[src/rtl/utf8_to_cp1252_transcoder_top_macros.svh]
// Assertion macros shared by the transcoder RTL.
// Expects signals clk and rst_n in the scope of each use.
`ifndef UTF8_TO_CP1252_TRANSCODER_TOP_MACROS_SVH
`define UTF8_TO_CP1252_TRANSCODER_TOP_MACROS_SVH
`ifndef ASSERT_OFF
// property must hold at every enabled edge
`define UTF2CP_ASSERT(lbl, prop) \
  lbl: assert property (@(posedge clk) disable iff (!rst_n) prop) \
    else $error("utf2cp assertion failed");
// expression must never be true
`define UTF2CP_NEVER(lbl, expr) \
  lbl: assert property (@(posedge clk) disable iff (!rst_n) !(expr)) \
    else $error("utf2cp forbidden condition");
`else
`define UTF2CP_ASSERT(lbl, prop)
`define UTF2CP_NEVER(lbl, expr)
`endif
`endif

[src/rtl/utf2cp_pkg.sv]
// Types, constants and the Windows-1252 reverse map for the transcoder.
// No dependencies.
package utf2cp_pkg;

  localparam logic [20:0] REPL_CP = 21'h00FFFD;

  // one queued job: replacements first, then an optional final result
  typedef struct packed {
    logic [1:0]  repl_cnt;
    logic        fin_vld;
    logic [20:0] fin_cp;
    logic        fin_bad;
    logic        fin_eot;
  } utf2cp_job_t;

  typedef struct packed {
    logic       ok;
    logic [7:0] ansi;
  } utf2cp_map_t;

  function automatic utf2cp_map_t cp1252_map(input logic [20:0] cp);
    utf2cp_map_t m;
    m.ok   = 1'b1;
    m.ansi = cp[7:0];
    if (!(cp < 21'h80 || (cp >= 21'hA0 && cp <= 21'hFF))) begin
      case (cp)
        21'h020AC: m.ansi = 8'h80;
        21'h0201A: m.ansi = 8'h82;
        21'h00192: m.ansi = 8'h83;
        21'h0201E: m.ansi = 8'h84;
        21'h02026: m.ansi = 8'h85;
        21'h02020: m.ansi = 8'h86;
        21'h02021: m.ansi = 8'h87;
        21'h002C6: m.ansi = 8'h88;
        21'h02030: m.ansi = 8'h89;
        21'h00160: m.ansi = 8'h8A;
        21'h02039: m.ansi = 8'h8B;
        21'h00152: m.ansi = 8'h8C;
        21'h0017D: m.ansi = 8'h8E;
        21'h02018: m.ansi = 8'h91;
        21'h02019: m.ansi = 8'h92;
        21'h0201C: m.ansi = 8'h93;
        21'h0201D: m.ansi = 8'h94;
        21'h02022: m.ansi = 8'h95;
        21'h02013: m.ansi = 8'h96;
        21'h02014: m.ansi = 8'h97;
        21'h002DC: m.ansi = 8'h98;
        21'h02122: m.ansi = 8'h99;
        21'h00161: m.ansi = 8'h9A;
        21'h0203A: m.ansi = 8'h9B;
        21'h00153: m.ansi = 8'h9C;
        21'h0017E: m.ansi = 8'h9E;
        21'h00178: m.ansi = 8'h9F;
        default: begin
          m.ok   = 1'b0;
          m.ansi = 8'h00;
        end
      endcase
    end
    return m;
  endfunction

endpackage

[src/rtl/utf2cp_front.sv]
// Front end: accepts UTF-8 bytes, tracks the sequence state, builds jobs.
// Depends on utf2cp_pkg and the assertion macro header.
`include "utf8_to_cp1252_transcoder_top_macros.svh"
module utf2cp_front
  import utf2cp_pkg::*;
(
  input  logic        clk,
  input  logic        rst_n,
  input  logic        in_valid,
  output logic        in_ready,
  input  logic [7:0]  in_text_byte,
  input  logic        q_full,
  output logic        q_push,
  output utf2cp_job_t q_job
);

  logic [20:0] pp_r, pp_nxt, pp_shift;
  logic [1:0]  need_r, need_nxt;
  logic [1:0]  taken_r, taken_nxt;
  logic        accept;
  utf2cp_job_t job;

  assign in_ready = !q_full;
  assign accept   = in_valid && !q_full;

  always_comb begin
    pp_nxt    = pp_r;
    need_nxt  = need_r;
    taken_nxt = taken_r;
    pp_shift  = {pp_r[14:0], in_text_byte[5:0]};
    job       = '0;
    if (need_r != 2'd0 && in_text_byte[7:6] == 2'b10) begin
      pp_nxt    = pp_shift;
      need_nxt  = need_r - 2'd1;
      taken_nxt = taken_r + 2'd1;
      if (need_r == 2'd1) begin
        job.fin_vld = 1'b1;
        job.fin_cp  = pp_shift;
        pp_nxt      = '0;
        taken_nxt   = 2'd0;
      end
    end else begin
      // broken sequence: one for the lead plus one per continuation taken
      if (need_r != 2'd0) begin
        job.repl_cnt = (taken_r >= 2'd2) ? 2'd3 : 2'd1 + taken_r;
      end
      pp_nxt    = '0;
      need_nxt  = 2'd0;
      taken_nxt = 2'd0;
      if (in_text_byte == 8'h00) begin
        job.fin_vld = 1'b1;
        job.fin_eot = 1'b1;
      end else if (in_text_byte < 8'h80) begin
        job.fin_vld = 1'b1;
        job.fin_cp  = {13'd0, in_text_byte};
      end else if (in_text_byte inside {[8'hC0:8'hDF]}) begin
        pp_nxt   = {16'd0, in_text_byte[4:0]};
        need_nxt = 2'd1;
      end else if (in_text_byte inside {[8'hE0:8'hEF]}) begin
        pp_nxt   = {17'd0, in_text_byte[3:0]};
        need_nxt = 2'd2;
      end else if (in_text_byte inside {[8'hF0:8'hF7]}) begin
        pp_nxt   = {18'd0, in_text_byte[2:0]};
        need_nxt = 2'd3;
      end else begin
        job.fin_vld = 1'b1;
        job.fin_cp  = REPL_CP;
        job.fin_bad = 1'b1;
      end
    end
  end

  assign q_job  = job;
  assign q_push = accept && (job.repl_cnt != 2'd0 || job.fin_vld);

  always_ff @(posedge clk) begin
    if (!rst_n) begin
      pp_r    <= '0;
      need_r  <= 2'd0;
      taken_r <= 2'd0;
    end else if (accept) begin
      pp_r    <= pp_nxt;
      need_r  <= need_nxt;
      taken_r <= taken_nxt;
    end
  end

  `UTF2CP_NEVER(a_idle_no_taken, need_r == 2'd0 && taken_r != 2'd0)
  `UTF2CP_NEVER(a_taken_max, taken_r == 2'd3)

endmodule

[src/rtl/utf2cp_fifo.sv]
// Short job queue between the front and back ends, flop based.
// Depends on utf2cp_pkg and the assertion macro header.
`include "utf8_to_cp1252_transcoder_top_macros.svh"
module utf2cp_fifo
  import utf2cp_pkg::*;
#(
  parameter int DEPTH = 4
) (
  input  logic        clk,
  input  logic        rst_n,
  input  logic        push,
  input  utf2cp_job_t push_job,
  input  logic        pop,
  output logic        full,
  output logic        head_vld,
  output utf2cp_job_t head_job
);

  localparam int PW = $clog2(DEPTH);
  localparam int CW = $clog2(DEPTH + 1);

  utf2cp_job_t   mem_r [DEPTH];
  logic [PW-1:0] wr_ptr_r, rd_ptr_r;
  logic [CW-1:0] cnt_r;

  assign full     = (cnt_r == CW'(DEPTH));
  assign head_vld = (cnt_r != '0);
  assign head_job = mem_r[rd_ptr_r];

  always_ff @(posedge clk) begin
    if (push) begin
      mem_r[wr_ptr_r] <= push_job;
    end
  end

  always_ff @(posedge clk) begin
    if (!rst_n) begin
      wr_ptr_r <= '0;
      rd_ptr_r <= '0;
      cnt_r    <= '0;
    end else begin
      if (push) begin
        wr_ptr_r <= (wr_ptr_r == PW'(DEPTH - 1)) ? '0 : wr_ptr_r + PW'(1);
      end
      if (pop) begin
        rd_ptr_r <= (rd_ptr_r == PW'(DEPTH - 1)) ? '0 : rd_ptr_r + PW'(1);
      end
      if (push && !pop) begin
        cnt_r <= cnt_r + CW'(1);
      end else if (pop && !push) begin
        cnt_r <= cnt_r - CW'(1);
      end
    end
  end

  `UTF2CP_NEVER(a_no_overflow, push && full)
  `UTF2CP_NEVER(a_no_underflow, pop && !head_vld)

endmodule

[src/rtl/utf2cp_back.sv]
// Back end: expands each job into result items, maps to Windows-1252,
// and holds the result in an output register. Depends on utf2cp_pkg.
`include "utf8_to_cp1252_transcoder_top_macros.svh"
module utf2cp_back
  import utf2cp_pkg::*;
(
  input  logic        clk,
  input  logic        rst_n,
  input  logic        head_vld,
  input  utf2cp_job_t head_job,
  output logic        pop,
  output logic        out_valid,
  input  logic        out_ready,
  output logic [20:0] out_code_point,
  output logic [7:0]  out_ansi_byte,
  output logic        out_mappable,
  output logic        out_malformed,
  output logic        out_end_of_text,
  output logic        out_last_of_run
);

  logic [1:0]  cnt_r;
  logic [2:0]  total;
  logic        last, is_repl, emit, out_valid_r;
  logic [20:0] cp;
  logic        bad, eot;
  utf2cp_map_t map;

  logic [20:0] cp_r;
  logic [7:0]  ansi_r;
  logic        ok_r, bad_r, eot_r, last_r;

  assign total   = {1'b0, head_job.repl_cnt} + {2'b00, head_job.fin_vld};
  assign last    = ({1'b0, cnt_r} + 3'd1 == total);
  assign is_repl = (cnt_r < head_job.repl_cnt);
  assign emit    = head_vld && (!out_valid_r || out_ready);
  assign pop     = emit && last;

  always_comb begin
    cp  = is_repl ? REPL_CP : head_job.fin_cp;
    bad = is_repl ? 1'b1 : head_job.fin_bad;
    eot = is_repl ? 1'b0 : head_job.fin_eot;
    map = cp1252_map(cp);
  end

  always_ff @(posedge clk) begin
    if (!rst_n) begin
      cnt_r       <= 2'd0;
      out_valid_r <= 1'b0;
    end else begin
      if (emit) begin
        cnt_r       <= last ? 2'd0 : cnt_r + 2'd1;
        out_valid_r <= 1'b1;
      end else if (out_ready) begin
        out_valid_r <= 1'b0;
      end
    end
  end

  always_ff @(posedge clk) begin
    if (emit) begin
      cp_r   <= cp;
      ansi_r <= map.ansi;
      ok_r   <= map.ok;
      bad_r  <= bad;
      eot_r  <= eot;
      last_r <= last;
    end
  end

  assign out_valid       = out_valid_r;
  assign out_code_point  = cp_r;
  assign out_ansi_byte   = ansi_r;
  assign out_mappable    = ok_r;
  assign out_malformed   = bad_r;
  assign out_end_of_text = eot_r;
  assign out_last_of_run = last_r;

  `UTF2CP_NEVER(a_cnt_in_job, head_vld && {1'b0, cnt_r} >= total)

endmodule

[src/rtl/utf8_to_cp1252_transcoder_top.sv]
// UTF-8 to Windows-1252 transcoder, top level.
// Instantiates utf2cp_front, utf2cp_fifo and utf2cp_back; uses utf2cp_pkg.
// - Input channel (in_valid/in_ready/in_text_byte): one raw UTF-8 byte per
//   item. A zero byte ends the text and yields an end_of_text result.
// - Output channel (out_valid/out_ready/out_*): one decoded character per
//   item: code point, Windows-1252 byte and mappable flag, malformed flag
//   for U+FFFD replacements, and last_of_run on the final result of a byte.
// - A byte yields zero to four results. Lead bytes and inner continuations
//   yield none; a broken sequence yields its replacements plus the result
//   of the breaking byte.
// - Path: the job is queued at the accepting edge; the output register
//   loads it from the queue head once the back end is free to emit.
// - Throughput: one byte per cycle while each byte yields at most one
//   result and out_ready is high, as the back end then sends one result
//   per cycle; a byte with several results holds the back end longer,
//   and the QUEUE_DEPTH-job queue absorbs bursts before in_ready drops.
// - Receiver stall: the output register holds its item; the back end stops,
//   the queue fills, and in_ready falls once the queue is full.
// - Reset (rst_n low, synchronous): decoder state cleared, queue emptied,
//   no result pending.
module utf8_to_cp1252_transcoder_top
  import utf2cp_pkg::*;
#(
  parameter int QUEUE_DEPTH = 4
) (
  input  logic        clk,
  input  logic        rst_n,
  input  logic        in_valid,
  output logic        in_ready,
  input  logic [7:0]  in_text_byte,
  output logic        out_valid,
  input  logic        out_ready,
  output logic [20:0] out_code_point,
  output logic [7:0]  out_ansi_byte,
  output logic        out_mappable,
  output logic        out_malformed,
  output logic        out_end_of_text,
  output logic        out_last_of_run
);

  logic        q_push, q_pop, q_full, q_head_vld;
  utf2cp_job_t q_job, q_head;

  // byte classification and sequence state
  utf2cp_front u_front (
    .clk          (clk),
    .rst_n        (rst_n),
    .in_valid     (in_valid),
    .in_ready     (in_ready),
    .in_text_byte (in_text_byte),
    .q_full       (q_full),
    .q_push       (q_push),
    .q_job        (q_job)
  );

  // decouples the byte rate from the result rate
  utf2cp_fifo #(
    .DEPTH (QUEUE_DEPTH)
  ) u_fifo (
    .clk      (clk),
    .rst_n    (rst_n),
    .push     (q_push),
    .push_job (q_job),
    .pop      (q_pop),
    .full     (q_full),
    .head_vld (q_head_vld),
    .head_job (q_head)
  );

  // result expansion, code page lookup, output register
  utf2cp_back u_back (
    .clk             (clk),
    .rst_n           (rst_n),
    .head_vld        (q_head_vld),
    .head_job        (q_head),
    .pop             (q_pop),
    .out_valid       (out_valid),
    .out_ready       (out_ready),
    .out_code_point  (out_code_point),
    .out_ansi_byte   (out_ansi_byte),
    .out_mappable    (out_mappable),
    .out_malformed   (out_malformed),
    .out_end_of_text (out_end_of_text),
    .out_last_of_run (out_last_of_run)
  );

endmodule
[config.mk]
export PLATFORM = sky130hd
export DESIGN_NAME = utf8_to_cp1252_transcoder_top
export DESIGN_NICKNAME = d
export VERILOG_FILES = /design/src/rtl/utf2cp_pkg.sv /design/src/rtl/utf2cp_front.sv /design/src/rtl/utf2cp_fifo.sv /design/src/rtl/utf2cp_back.sv /design/src/rtl/utf8_to_cp1252_transcoder_top.sv
export VERILOG_INCLUDE_DIRS = /design/src /design/src/rtl
export SDC_FILE = /design/constraint.sdc
export NUM_CORES = 1
export LEC_CHECK = 0
export ABC_CLOCK_PERIOD_IN_PS = 7700
export BUFFER_PORTS_ARGS = -buffer_cell sky130_fd_sc_hd__buf_2
export CAP_MARGIN = 0
export CORE_MARGIN = 4
export CORE_UTILIZATION = 50
export CTS_CLUSTER_DIAMETER = 50
export DETAILED_ROUTE_END_ITERATION = 10
export GPL_TIMING_DRIVEN = 0
export HOLD_SLACK_MARGIN = 0.15
export PLACE_DENSITY = 0.64
export SLEW_MARGIN = 25
export SYNTH_ARGS = -nofsm -noshare
export SYNTH_HDL_FRONTEND = slang
export SYNTH_HIERARCHICAL = 1
export SYNTH_SLANG_ARGS = --single-unit
export TNS_END_PERCENT = 20
[constraint.sdc]
create_clock -name clk -period 7.7 [get_ports clk]
set_clock_uncertainty 0.05 [all_clocks]
set_input_delay 1.155 -clock clk [delete_from_list [all_inputs] [get_ports clk]]
set_output_delay 1.155 -clock clk [all_outputs]
set_load 0.01 [all_outputs]
==> flow_metrics.tcl <==
set metrics [dict create \
    yosysWarnings 6 \
    wl_met3_um 871 \
    cts_tree "done" \
    synth-seq-cells 168 \
    hold_path_class "flop to flop" \
    syn-num-nets 584 \
    drc 0 \
    ioPinCount 47 \
    async_reset_ff_share_pct 0 \
    startpoint_type "flop" \
    dr_wl_met2_um 7620 \
    drt_wl_total_um 15900 \
    synth_top_area_cell "edfxtp_1" \
    top_layer "met4" \
    ir_drop_v 0.000159 \
    synth_area_mm2 0.00772 \
    die_x_um 132 \
    row_count 45 \
    grt_pass1_wl_um 26000 \
    grt_remaining_overflow 0 \
    portBuffers 45 \
    place_congestion 0.901 \
    diodes 0 \
    reg2reg_slack_ns 3.81 \
    wl_per_cell_um 19.3 \
    p_leak_nw 3.06 \
    drv_slew 0 \
    wl_met1_um 7150 \
    nets 652 \
    ys.flop_type "edfxtp_1" \
    syn_inst 557 \
    timing.slew.headroom_pct 50.5 \
    crit_fanout 10 \
    cellPowerDensity_mw_per_mm2 329 \
    die_height_um 132 \
    status "finished, final reports clean" \
    criticalPathCategory "flop to flop" \
    cts.path.max_buffers 2 \
    numCtsBuffers 17 \
    hold_viol 0 \
    core_mm2 0.0151 \
    fmax_ghz 0.257 \
    path_clk_slew_ns 0.06 \
    grt_pass1_vias 4765 \
    ant_nets 0 \
    place_hpwl_um 11100 \
    worst_r2r_endpoint "u_fifo/cnt_r[2]" \
    holdPathEnd "u_front/pp_r[3]" \
    end_kind "flop" \
    arrival_ns 4.19 \
    syn-mean-instance-area_um2 13.9 \
    max_slew.worst_pin.slew_ns 0.741 \
    synthTopCellsByArea "edfxtp_1 (53%), dfxtp_1 (8.0%), mux4_2 (5.8%), nor2b_1 (2.6%), ha_1 (2.3%)" \
    drtIter0Drc 394 \
    layout-drive-gt1-share_pct 21.6 \
    rsz0062_at_grt "no" \
    ctsHtreeMaxLevel 4 \
    setup_violations 0 \
    routed-via-count 4813 \
    setup-tns-final_ns 0 \
    min_delay_path_depth 2 \
    period_share_pct 50.6 \
    grt.total_usage_pct 19.1 \
    cts-root-buf "clkbuf_16" \
    die_area_mm2 0.0175 \
    grt_start_max_net_pins 34 \
    antenna_found_initial 1 \
    synth.distinct_cells 70 \
    synth_edf_count 137 \
    finalCriticalPeriod_ns 3.89 \
    cts_sinks 168 \
    cp.required_ns 7.99 \
    syn_to_final_growth_pct 14.9 \
    avgViaCountPerCell 5.83 \
    reg2reg_depth 15 \
    hp-start "u_front/pp_r[3]" \
    cts_hold_buf 0 \
    cap_viol_max_count 0 \
    yosysTopAreaCellShare_pct 53.3 \
    initial_core_util_pct 51.0 \
    cts_setup_buffers 0 \
    synth.yosys.seq_area_share_pct 61.3 \
    worst_skew_pair.late_latency_ns 0.42 \
    ctsResizeCount 0 \
    first_pass_iters 5 \
    final_util_pct 58.6 \
]
[metal layers]
layer | vias up | global-route usage, %
met5 | - | 0
met4 | 0 | 6.64
met3 | 23 | 4.01
met2 | 162 | 30.4
met1 | 2357 | 26.3
li1 | 2271 | -
[report_power, final]
part           internal, W  switching, W  leakage (nW)
registers          0.00118     0.0000374          1.52
logic             0.000323      0.000542          1.26
clock network     0.000508      0.000332         0.284
total              0.00201      0.000912          3.06
[metrics by stage]
step | hold slack, ns | cell area [um2] | setup WS [ns] | power, W | std cells
after floorplan | 0.394 | 7720 | 4.31 | 0.00183 | 557
after global placement | 0.420 | 8180 | 3.60 | 0.00208 | 790
after detailed placement | 0.429 | 8290 | 3.81 | 0.00211 | 794
after global routing | 0.464 | 8870 | 3.50 | 0.00308 | 826
final | 0.440 | 8870 | 3.81 | 0.00292 | 826
after CTS | 0.438 | 8870 | 3.78 | 0.00295 | 826
[flip-flops by register name (all words and copies together), names as in the netlist, named ones only]
register,cells
u_front/pp_r,15
u_back/out_malformed,1
u_front/taken_r,2
u_fifo/rd_ptr_r,2
u_fifo/cnt_r,3
u_back/out_last_of_run,1
u_back/out_ansi_byte,8
u_back/out_end_of_text,1
u_front/need_r,2
u_back/out_code_point,21
u_fifo/mem_r,104
u_fifo/wr_ptr_r,2
u_back/out_valid,1
u_back/cnt_r,2
u_back/out_mappable,1
[cell usage after synthesis (5+ instances only)]
| cell type | n |
|---|---|
| a21boi_0 | 9 |
| a21oi_1 | 9 |
| a22oi_1 | 12 |
| and2_1 | 16 |
| buf_2 | 13 |
| clkbuf_1 | 12 |
| dfxtp_1 | 31 |
| edfxtp_1 | 137 |
| ha_1 | 14 |
| inv_1 | 20 |
| mux2i_1 | 5 |
| mux4_1 | 6 |
| mux4_2 | 20 |
| nand2_1 | 35 |
| nand2b_1 | 20 |
| nand3_1 | 17 |
| nand4_1 | 7 |
| nor2_1 | 17 |
| nor2b_1 | 32 |
| nor3_1 | 12 |
| nor4_1 | 6 |
| o2111ai_1 | 6 |
| o21ai_0 | 8 |
| or3_1 | 5 |
[critical path, cell delays in order, from the launching register on]
cell and delay (ns):
dfxtp_1 0.31, clkbuf_2 0.25, buf_2 0.33, mux4_2 0.37
ha_1 0.20, ha_1 0.28, xor2_1 0.16, nor3_1 0.41
nor2b_1 0.32, inv_1 0.13, ha_1 0.23, inv_1 0.07
fa_1 0.19, xor2_1 0.08, or3_1 0.30, a21boi_0 0.16
[worst max path at each step]
stage                                     end  slack (ns)       startpoint  cells past startpoint
after floorplan               u_fifo/cnt_r[2]        4.31             flop                     15
after global placement    u_fifo/mem_r[2][15]        3.60  in_text_byte[6]                      5
after detailed placement      u_fifo/cnt_r[2]        3.81             flop                     15
after CTS                     u_fifo/cnt_r[2]        3.78             flop                     15
after global routing          u_fifo/cnt_r[2]        3.50             flop                     15
final                         u_fifo/cnt_r[2]        3.81             flop                     15
[cells by family (layout without fill, tap and decap cells)]
group	count (synthesis)	count (layout)	synth area share [%]
xor+xnor	5	5	0.567
flops	168	168	61.3
compound gates	82	82	7.70
mux	31	31	8.52
fa+ha+maj	15	15	2.53
buf+inv	54	135	3.63
simple gates	202	202	15.7
[cell usage in the layout, fill, tap and decap left out, drive strengths merged, types with 14 or more instances in the layout]
master | netlist | routed
nand3 | 17 | 17
nor2b | 32 | 32
inv | 21 | 24
ha | 14 | 14
edfxtp | 137 | 137
clkbuf | 14 | 33
nand2 | 35 | 35
nand2b | 20 | 20
buf | 19 | 68
dfxtp | 31 | 31
nor2 | 18 | 18
mux4 | 26 | 26
and2 | 16 | 16
[final cells by class]
type	instances	area, um2
multi-input combinational	335	2710
timing repair buffer	49	328
clock buffer	19	433
fill	1195	6270
sequential	168	4730
buffer	33	201
inverter	21	78.8
tap	188	235
clock inverter	13	151
No activity file was read; power rests on OpenSTA's default activity.
